`config.mk`:
```
export PLATFORM = sky130hd
export DESIGN_NAME = pid_controller_step_flat
export DESIGN_NICKNAME = d
export VERILOG_FILES = /design/src/sv/pidc_pkg.sv /design/src/sv/pidc_in_if.sv /design/src/sv/pidc_out_if.sv /design/src/sv/pidc_cfg_if.sv /design/src/sv/pid_controller_step.sv /design/src/flat_wrapper.sv
export SDC_FILE = /design/constraint.sdc
export NUM_CORES = 2
export LEC_CHECK = 0
export ABC_AREA = 1
export BUFFER_PORTS_ARGS = -buffer_cell sky130_fd_sc_hd__buf_2
export CELL_PAD_IN_SITES_DETAIL_PLACEMENT = 0
export CELL_PAD_IN_SITES_GLOBAL_PLACEMENT = 1
export CORE_UTILIZATION = 49
export DETAILED_ROUTE_END_ITERATION = 10
export GPL_TIMING_DRIVEN = 0
export HOLD_SLACK_MARGIN = 0.02
export PLACE_DENSITY = 0.95
export SYNTH_ARGS = -nofsm -noshare
export SYNTH_HDL_FRONTEND = slang
export SYNTH_SLANG_ARGS = --single-unit
```
`constraint.sdc`:
```
create_clock -name clk -period 33.8 [get_ports clk]
set_input_delay 5.07 -clock clk [delete_from_list [all_inputs] [get_ports clk]]
set_output_delay 5.07 -clock clk [all_outputs]
set_load 0.02 [all_outputs]
```
`src/sv/pidc_pkg.sv`:
```
// Package: shared types and constants of the PID controller step.
package pidc_pkg;

  localparam int unsigned DataW = 32;
  localparam int unsigned ErrW = 33;
  localparam int unsigned IntW = 24;
  localparam int unsigned PerW = 31;
  localparam int unsigned CfgIdxW = 2;

  localparam logic signed [IntW-1:0] IntegLimit = 24'sd6553600;
  localparam logic [PerW-1:0] PeriodReset = 31'd655;

  // Configuration register indexes.
  typedef enum logic [CfgIdxW-1:0] {
    CFG_PROP   = 2'd0,
    CFG_INTEG  = 2'd1,
    CFG_DERIV  = 2'd2,
    CFG_PERIOD = 2'd3
  } cfg_idx_t;

  // Sequencer states.
  typedef enum logic [3:0] {
    ST_IDLE,
    ST_MUL_P,
    ST_MUL_TI,
    ST_MUL_INC,
    ST_DIV,
    ST_MUL_D,
    ST_SUM,
    ST_OUT
  } state_t;

  typedef struct packed {
    logic signed [DataW-1:0] target_value;
    logic signed [DataW-1:0] measured_value;
  } in_item_t;

  typedef struct packed {
    logic signed [DataW-1:0] drive_value;
    logic signed [DataW-1:0] prop_term;
    logic signed [IntW-1:0]  integ_term;
    logic signed [DataW-1:0] deriv_term;
  } out_item_t;

  typedef struct packed {
    logic [CfgIdxW-1:0] index;
    logic [DataW-1:0]   data;
  } cfg_item_t;

endpackage

```
`src/sv/pidc_in_if.sv`:
```
// Interface: input item channel.
interface pidc_in_if;
  import pidc_pkg::*;
  logic     valid;
  logic     ready;
  in_item_t data;
  modport source (output valid, output data, input ready);
  modport sink (input valid, input data, output ready);
endinterface

```
`src/sv/pidc_out_if.sv`:
```
// Interface: result item channel.
interface pidc_out_if;
  import pidc_pkg::*;
  logic      valid;
  logic      ready;
  out_item_t data;
  modport source (output valid, output data, input ready);
  modport sink (input valid, input data, output ready);
endinterface

```
`src/sv/pidc_cfg_if.sv`:
```
// Interface: configuration write channel.
interface pidc_cfg_if;
  import pidc_pkg::*;
  logic      valid;
  logic      ready;
  cfg_item_t data;
  modport source (output valid, output data, input ready);
  modport sink (input valid, input data, output ready);
endinterface

```
`src/sv/pid_controller_step.sv`:
```
// Top level: bit-serial PID controller step with clamped integral.
//
//  channel | dir | payload                                      | transfer when
//  in_     | in  | target_value, measured_value                 | valid & ready
//  out_    | out | drive_value, prop_term, integ_term, deriv_term | valid & ready
//  cfg_    | in  | index, data                                  | valid & ready
//
// Each item runs four shift-add multiplies of 33 steps and one restoring divide of 49 steps, each
// after a load step, one bit a cycle; the multiplies share one adder, the divide has its own
// subtractor. The first step after reset skips the divide and the D multiply.
// Reset clears state, gains and sets the period to 655; first step has D = 0.
// A result waits in the output register; the next item is taken while it waits,
// and its own result holds in ST_OUT, with the input closed, until that transfer.
module pid_controller_step
  import pidc_pkg::*;
(
  input  logic clk,
  input  logic rst_n,
  pidc_in_if.sink    in_ch,
  pidc_out_if.source out_ch,
  pidc_cfg_if.sink   cfg_ch
);

  localparam int unsigned MagW = 33;           // operand magnitude width
  localparam int unsigned ProdW = 2 * MagW;    // product width
  localparam int unsigned DivW = MagW + 16;    // dividend width
  localparam int unsigned CntW = 6;

  // Configuration registers.
  logic signed [DataW-1:0] kp_r, ki_r, kd_r;
  logic [PerW-1:0] per_r;

  // Controller state.
  logic signed [IntW-1:0] acc_r;
  logic signed [ErrW-1:0] last_r;
  logic first_r;

  // Work registers.
  state_t state_r, state_nxt;
  logic signed [ErrW-1:0] err_r;
  logic signed [DataW-1:0] p_r, d_r;
  logic [CntW-1:0] cnt_r;

  // Serial multiplier: multiplicand fixed, multiplier shifted out LSB first.
  logic [MagW-1:0]  mcand_r;
  logic [ProdW-1:0] prod_r;   // {accumulator, multiplier}
  logic             neg_r;

  // Serial divider.
  logic [DivW-1:0] dvd_r;     // dividend shifting into remainder, quotient in
  logic [PerW:0]   rem_r;

  // Output register.
  logic      ovalid_r;
  out_item_t odata_r;

  logic [PerW-1:0] ts;
  assign ts = (per_r == '0) ? {{(PerW-1){1'b0}}, 1'b1} : per_r;

  function automatic logic [MagW-1:0] mag33(input logic signed [MagW-1:0] x);
    mag33 = x[MagW-1] ? MagW'(-x) : x;
  endfunction

  // Saturated Q16.16 result from a magnitude product.
  function automatic logic signed [DataW-1:0] fin(input logic [ProdW-1:0] pr,
                                                  input logic ng);
    logic [ProdW-17:0] m;
    m = pr[ProdW-1:16];
    if (ng) begin
      if (m > 50'd2147483648) fin = 32'sh8000_0000;
      else fin = DataW'(-m);
    end else begin
      if (m > 50'd2147483647) fin = 32'sh7fff_ffff;
      else fin = DataW'(m);
    end
  endfunction

  logic signed [DataW-1:0] mres;
  assign mres = fin(prod_r, neg_r);

  logic mul_done, div_done;
  assign mul_done = (cnt_r == CntW'(MagW));
  assign div_done = (cnt_r == CntW'(DivW));

  // Multiplier step and divider step.
  logic [MagW:0] madd;
  assign madd = {1'b0, prod_r[ProdW-1:MagW]} + (prod_r[0] ? {1'b0, mcand_r} : '0);
  logic [PerW+1:0] rsh, rsub;
  assign rsh  = {rem_r, dvd_r[DivW-1]};
  assign rsub = rsh - {2'b0, ts};

  // Integral and sum arithmetic.
  logic signed [DataW:0] isum;
  logic signed [IntW-1:0] iclamp;
  logic signed [DataW+2:0] dsum;
  logic signed [DataW-1:0] dsat;
  assign isum = 33'(signed'(acc_r)) + 33'(mres);
  always_comb begin
    if (isum > 33'(IntegLimit)) iclamp = IntegLimit;
    else if (isum < -33'(IntegLimit)) iclamp = -IntegLimit;
    else iclamp = isum[IntW-1:0];
  end
  assign dsum = 35'(p_r) + 35'(acc_r) + 35'(d_r);
  always_comb begin
    if (dsum > 35'sd2147483647) dsat = 32'sh7fff_ffff;
    else if (dsum < -35'sd2147483648) dsat = 32'sh8000_0000;
    else dsat = dsum[DataW-1:0];
  end

  logic signed [ErrW:0] diff;
  assign diff = 34'(err_r) - 34'(last_r);

  // Divider quotient with sign and saturation.
  logic signed [DataW-1:0] qsat;
  logic dneg_r;
  always_comb begin
    if (dneg_r) qsat = (dvd_r > 49'd2147483648) ? 32'sh8000_0000 : DataW'(-dvd_r);
    else qsat = (dvd_r > 49'd2147483647) ? 32'sh7fff_ffff : DataW'(dvd_r);
  end

  logic in_fire, out_fire;
  assign in_ch.ready = (state_r == ST_IDLE);
  assign in_fire = in_ch.valid && in_ch.ready;
  assign out_fire = ovalid_r && out_ch.ready;
  assign cfg_ch.ready = 1'b1;
  assign out_ch.valid = ovalid_r;
  assign out_ch.data = odata_r;

  // Next state.
  always_comb begin
    state_nxt = state_r;
    unique case (state_r)
      ST_IDLE:    if (in_fire) state_nxt = ST_MUL_P;
      ST_MUL_P:   if (mul_done) state_nxt = ST_MUL_TI;
      ST_MUL_TI:  if (mul_done) state_nxt = ST_MUL_INC;
      ST_MUL_INC: if (mul_done) state_nxt = first_r ? ST_SUM : ST_DIV;
      ST_DIV:     if (div_done) state_nxt = ST_MUL_D;
      ST_MUL_D:   if (mul_done) state_nxt = ST_SUM;
      ST_SUM:     state_nxt = ST_OUT;
      ST_OUT:     if (!ovalid_r || out_fire) state_nxt = ST_IDLE;
      default:    state_nxt = ST_IDLE;
    endcase
  end

  // Load a multiply of a (33-bit signed) by b (33-bit signed).
  function automatic logic [ProdW+MagW:0] mload(input logic signed [MagW-1:0] a,
                                                input logic signed [MagW-1:0] b);
    mload = {a[MagW-1] ^ b[MagW-1], mag33(a), {MagW{1'b0}}, mag33(b)};
  endfunction

  always_ff @(posedge clk) begin
    if (!rst_n) begin
      state_r <= ST_IDLE;
      kp_r <= '0;
      ki_r <= '0;
      kd_r <= '0;
      per_r <= PeriodReset;
      acc_r <= '0;
      last_r <= '0;
      first_r <= 1'b1;
      ovalid_r <= 1'b0;
      cnt_r <= '0;
    end else begin
      state_r <= state_nxt;
      // Take configuration writes.
      if (cfg_ch.valid) begin
        unique case (cfg_idx_t'(cfg_ch.data.index))
          CFG_PROP:   kp_r <= cfg_ch.data.data;
          CFG_INTEG:  ki_r <= cfg_ch.data.data;
          CFG_DERIV:  kd_r <= cfg_ch.data.data;
          CFG_PERIOD: per_r <= cfg_ch.data.data[PerW-1:0];
          default: ;
        endcase
      end
      // Raise the result valid when the output register frees up; drop it on transfer.
      if ((state_r == ST_OUT) && (!ovalid_r || out_fire)) ovalid_r <= 1'b1;
      else if (out_fire) ovalid_r <= 1'b0;
      cnt_r <= (state_r != state_nxt) ? '0 : cnt_r + 1'b1;

      unique case (state_r)
        ST_IDLE: if (in_fire) begin
          err_r <= 33'(in_ch.data.target_value) - 33'(in_ch.data.measured_value);
          {neg_r, mcand_r, prod_r} <= mload(33'(kp_r),
            33'(in_ch.data.target_value) - 33'(in_ch.data.measured_value));
        end
        ST_MUL_P, ST_MUL_TI, ST_MUL_INC, ST_MUL_D: begin
          if (!mul_done) begin
            prod_r <= {madd, prod_r[MagW-1:1]};
          end else if (state_r == ST_MUL_P) begin
            p_r <= mres;
            {neg_r, mcand_r, prod_r} <= mload(33'(ki_r), err_r);
          end else if (state_r == ST_MUL_TI) begin
            {neg_r, mcand_r, prod_r} <= mload(33'(mres), 33'({1'b0, ts}));
          end else if (state_r == ST_MUL_INC) begin
            acc_r <= iclamp;
            dneg_r <= diff[ErrW];
            dvd_r <= {(diff[ErrW] ? ErrW'(-diff) : diff[ErrW-1:0]), 16'b0};
            rem_r <= '0;
            d_r <= '0;
          end else begin
            d_r <= mres;
          end
        end
        ST_DIV: begin
          if (!div_done) begin
            if (!rsub[PerW+1]) begin
              rem_r <= rsub[PerW:0];
              dvd_r <= {dvd_r[DivW-2:0], 1'b1};
            end else begin
              rem_r <= rsh[PerW:0];
              dvd_r <= {dvd_r[DivW-2:0], 1'b0};
            end
          end else begin
            {neg_r, mcand_r, prod_r} <= mload(33'(kd_r), 33'(qsat));
          end
        end
        ST_SUM: begin
          last_r <= err_r;
          first_r <= 1'b0;
        end
        // Load the result only once the previous one has gone.
        ST_OUT: if (!ovalid_r || out_fire) begin
          odata_r.drive_value <= dsat;
          odata_r.prop_term <= p_r;
          odata_r.integ_term <= acc_r;
          odata_r.deriv_term <= d_r;
        end
        default: ;
      endcase
    end
  end

endmodule
```
`src/flat_wrapper.sv`:
```
// flat-port wrapper written by rule: the top's interface ports become plain ports
module pid_controller_step_flat import pidc_pkg::*;
  (clk, rst_n, in_ch_valid, in_ch_data, in_ch_ready, out_ch_valid, out_ch_data, out_ch_ready, cfg_ch_valid, cfg_ch_data, cfg_ch_ready);
  pidc_in_if in_ch_i ();
  pidc_out_if out_ch_i ();
  pidc_cfg_if cfg_ch_i ();
  input  logic clk;
  input  logic rst_n;
  input wire logic [$bits(in_ch_i.valid)-1:0] in_ch_valid;
  input wire logic [$bits(in_ch_i.data)-1:0] in_ch_data;
  output wire logic [$bits(in_ch_i.ready)-1:0] in_ch_ready;
  output wire logic [$bits(out_ch_i.valid)-1:0] out_ch_valid;
  output wire logic [$bits(out_ch_i.data)-1:0] out_ch_data;
  input wire logic [$bits(out_ch_i.ready)-1:0] out_ch_ready;
  input wire logic [$bits(cfg_ch_i.valid)-1:0] cfg_ch_valid;
  input wire logic [$bits(cfg_ch_i.data)-1:0] cfg_ch_data;
  output wire logic [$bits(cfg_ch_i.ready)-1:0] cfg_ch_ready;
  assign in_ch_i.valid = in_ch_valid;
  assign in_ch_i.data = in_ch_data;
  assign in_ch_ready = in_ch_i.ready;
  assign out_ch_valid = out_ch_i.valid;
  assign out_ch_data = out_ch_i.data;
  assign out_ch_i.ready = out_ch_ready;
  assign cfg_ch_i.valid = cfg_ch_valid;
  assign cfg_ch_i.data = cfg_ch_data;
  assign cfg_ch_ready = cfg_ch_i.ready;
  pid_controller_step u_core (.clk(clk), .rst_n(rst_n), .in_ch(in_ch_i), .out_ch(out_ch_i), .cfg_ch(cfg_ch_i));
endmodule
```
==> results by group <==
Critical path
  • CP Class: input port to flop
  • Critical Path Max Stage Delay: 0.79 ns
  • CP Launch Type: input port
  • Top delay family on crit path: buffers and inverters
  • Crit-path max FO: 11
  • Crit-path most repeated cell: buf_4
  • CP Cell Sequence: clkbuf_1 -> clkinv_1 -> nor4_2 -> buf_4 -> buf_4 -> buf_4 -> buf_4 -> buf_4 -> buf_4 -> buf_4 -> buf_4
  • Reg-to-reg slack, setup: 28.44 ns
  • CP arrival: 8.69 ns
  • CP endpoint kind: flop
  • Worst path slowest cell: nor4_2
  • Data required time of the critical path: 34.17 ns
  • CP Buf/Inv Count: 10

Clock network
  • Setup bufs post-CTS: 0
  • H-tree Lvls: 3
  • Clock tree buffer depth: 3
  • Clock sinks: 595
  • Post-CTS Resized: 0
  • Clk root buf: clkbuf_16
  • Clock buffers created by TritonCTS: 71
  • CTS tree: yes
  • Clock transition at the registers of the reported paths: 0.06 ns
  • Worst-skew pair later-pin latency: 0.66 ns
  • Post-cts hold buffer count: 0

Synthesis
  • Synth Flop Type: edfxtp_1
  • Sequential area share after synthesis: 34.5%
  • EDFF count, synth: 399
  • Mean Syn Cell Area: 6.86 um2
  • Mapped Cells: 6715
  • Yosys warning count: 0
  • Synth area leaders: edfxtp_1 26%, nand2_1 14%, dfxtp_1 8.5%, inv_1 6.6%, nor2_1 6.5%
  • Share of async-settable or async-resettable flops after synthesis: 0%
  • Synth unique cells: 71
  • Flops & latches, synth: 595
  • Synth area leader: edfxtp_1
  • Top cell type's share of synthesized area: 26.0%
  • Synthesized cell area: 46100 um2

Timing
  • Fmax: 0.120 GHz
  • Final hold vios: 0
  • Final min period: 8.33 ns
  • Worst Skew: 0.0287 ns
  • Fin crit share: 24.6%
  • Hold_ws: 0.455 ns
  • Final Setup Violations: 0
  • Final setup margin: 25.47 ns
  • Post-route setup TNS: 0 ns
  • Slew HR: 4.97%
  • RSZ-0062 raised after global routing: no
  • Worst Tran Pin Value: 1.43 ns
  • Slew Viols, Final: 0

Job
  • Number of max-cap violations: 0

Detailed routing
  • Routed wire per std cell: 21.4 um
  • Remaining DRCs: 0
  • ANT nets after route: 0
  • Via Count: 47873
  • Avg Vias per Cell: 5.73
  • Drt initial violations: 5271
  • Drt total wl: 179 mm
  • Drt first pass iters: 8

Layout
  • FILL cells: 9154
  • Register Area: 15900 um2
  • Nets@finish: 7396
  • Share of cells above drive strength 1: 7.74%
  • Synthesis-to-finish area growth: 12.1%
  • Multi-input logic area: 26300 um2

Global routing
  • First-pass GRT wire length: 266 mm
  • Total gr overflow: 0
  • Met2 Usage GRT: 59.3%
  • Largest net degree at the start of global routing: 34
  • GRT Overall Usage: 36.9%
  • Grt met1 use: 47.7%
  • Initial antenna violation count: 11
  • Met3 Use GR: 6.00%
  • Most Used Layer, Global Route: met2
  • Vias in the first global route: 43630

Die
  • Num rows: 112
  • IO Count: 226
  • Core Region: 93200 um2
  • Starting Density: 49.4%
  • Full die area: 95200 um2
  • Die extent in y: 309 um
  • Die X: 309 um

Placed design
  • I/O Buffers: 223
  • Routability cong.: 1.03
  • DP Wirelength: 145 mm
  • Place WS: 24.85 ns

Hold path
  • Worst Hold Class: flop to flop

Power
  • Sequential share of power: 40.2%
  • Switching Share: 31.5%
  • Leakage: 23.0 nW
  • Sw power: 0.643 mW
  • Maximum VDD drop: 0.0345 mV
  • Clock power share: 41.0%
  • Internal cell power: 1.40 mW
  • Combinational fraction of design power: 18.8%
  • Power Dens Cells: 39.6 nW/um2

Status
  • Outcome: finished, final reports clean
-- cells in the mapped netlist (8+ instances only) --
library cell     n
inv_1          812
xnor2_1         57
ha_1           206
dfxtp_1        196
nor4_1          31
nand4_1        146
nand3b_1        29
o221ai_1        15
a31oi_1         26
a21oi_1        517
nand2_2         15
nor3_1          92
nor2_1         803
nor2_2          28
buf_2           38
buf_1           15
inv_2            8
a221oi_1         8
a21boi_0         9
o21ai_1         34
xor2_1         113
o21ai_0        500
nand2_1       1752
o211ai_1        18
o21bai_1        16
clkbuf_1       126
a21o_1          11
a211oi_1         9
edfxtp_1       399
fa_1            38
or2_2           11
o2111ai_1       13
o21a_1          13
nand3_1        500
-- state kept, by name, summed over array words and instances (netlist names), 33 cells and up --
signal              flops
u_core.last_r          33
u_core.dvd_r           49
u_core.mcand_r         33
u_core.prod_r          66
u_core.out_ch.data    120
u_core.err_r           33
-- through the flow --
stage | power, mW | area [um2] | instances | utilization [%]
after floorplan | 1.08 | 46100 | 6716 | -
after global placement | 1.21 | 48800 | 8193 | 52.3
after detailed placement | 1.21 | 49100 | 8230 | 52.7
after CTS | 2.03 | 51600 | 8359 | 55.4
after global routing | 2.11 | 51600 | 8359 | 55.4
final | 2.04 | 51600 | 8362 | 55.4
-- path summary, 6_finish.rpt --
kind | to | from | cells after the start
hold reg to reg | u_core.first_r$_SDFFE_PN1N_ | u_core.first_r$_SDFFE_PN1N_ | 2
hold / removal | u_core.first_r$_SDFFE_PN1N_ | u_core.first_r$_SDFFE_PN1N_ | 2
setup / recovery | u_core.out_ch.data[91]$_SDFFCE_PN1P_ | rst_n | 11
setup reg to reg | u_core.acc_r[4]$_SDFFE_PN0P_ | u_core.prod_r[16]$_DFFE_PP_ | 29
-- layout by cell type, fill, tap and decap left out, types with 8 or more instances in the layout --
master / synthesis / routed
ha_1: 206 / 206
clkbuf_1: 126 / 130
a21o_1: 11 / 11
dfxtp_1: 196 / 196
buf_1: 15 / 15
o21a_1: 13 / 13
nor3_1: 92 / 89
buf_2: 38 / 264
a21oi_1: 517 / 516
edfxtp_1: 399 / 399
clkinv_2: 0 / 10
nor2_2: 28 / 28
inv_1: 812 / 812
nand3_1: 500 / 500
o211ai_1: 18 / 18
nand2_2: 15 / 15
a211oi_1: 9 / 9
buf_4: 7 / 32
nand4_1: 146 / 146
a221oi_1: 8 / 8
o21ai_0: 500 / 500
fa_1: 38 / 38
a31oi_1: 26 / 26
o221ai_1: 15 / 15
nor4_1: 31 / 30
buf_6: 7 / 13
xor2_1: 113 / 113
o21ai_1: 34 / 34
nand3b_1: 29 / 29
nor2_1: 803 / 802
o2111ai_1: 13 / 13
o21bai_1: 16 / 16
or2_2: 11 / 11
clkbuf_16: 0 / 78
nand2_1: 1752 / 1752
inv_2: 8 / 8
a21boi_0: 9 / 9
xnor2_1: 57 / 57
-- final cells by class --
| cell class | count | area share [%] |
|---|---|---|
| multi-input combinational | 5104 | 50.8 |
| antenna | 3 | 0.0145 |
| clock inverter | 41 | 0.908 |
| sequential | 595 | 30.8 |
| tap | 1254 | 3.04 |
| inverter | 823 | 5.98 |
| buffer | 194 | 1.68 |
| timing repair buffer | 260 | 2.79 |
| clock buffer | 88 | 3.97 |
-- worst reg2reg max path: cells and delay by family (launching register included) --
family	cells	cell delay [ns]
AOI/OAI and AO/OA	2	0.74
buffers and inverters	2	0.47
DFF	1	0.51
and+or+nand+nor	23	2.87
adders and majority gates	2	0.73
-- kinds of logic (layout without fill, tap and decap cells) --
logic type                 count (synthesis)  count (layout)  synth area share (%)
AOI/OAI and AO/OA                       1233            1233                  14.5
xor gates and xnor gates                 175             175                  3.41
adders and majority gates                244             244                  7.25
buffers and inverters                   1017            1406                  8.59
DFF                                      595             595                  34.5
other                                      2               6                0.0163
and+or+nand+nor                         3449            3449                  31.7
-- routing by layer --
metal	up-vias	part of all wire, %
met2	2302	45
met3	470	8.8
met1	22021	41
met5	-	0.021
li1	23074	-
met4	6	5.8
-- power by group through the flow --
stage	combinational (mW)	sequential (mW)	clock (mW)
floorplan	0.248	0.828	0
global placement	0.369	0.838	0
detailed placement	0.373	0.835	0
CTS	0.375	0.820	0.840
finish	0.385	0.821	0.837
global route	0.421	0.822	0.869
Power figures use the tool's default switching activity.
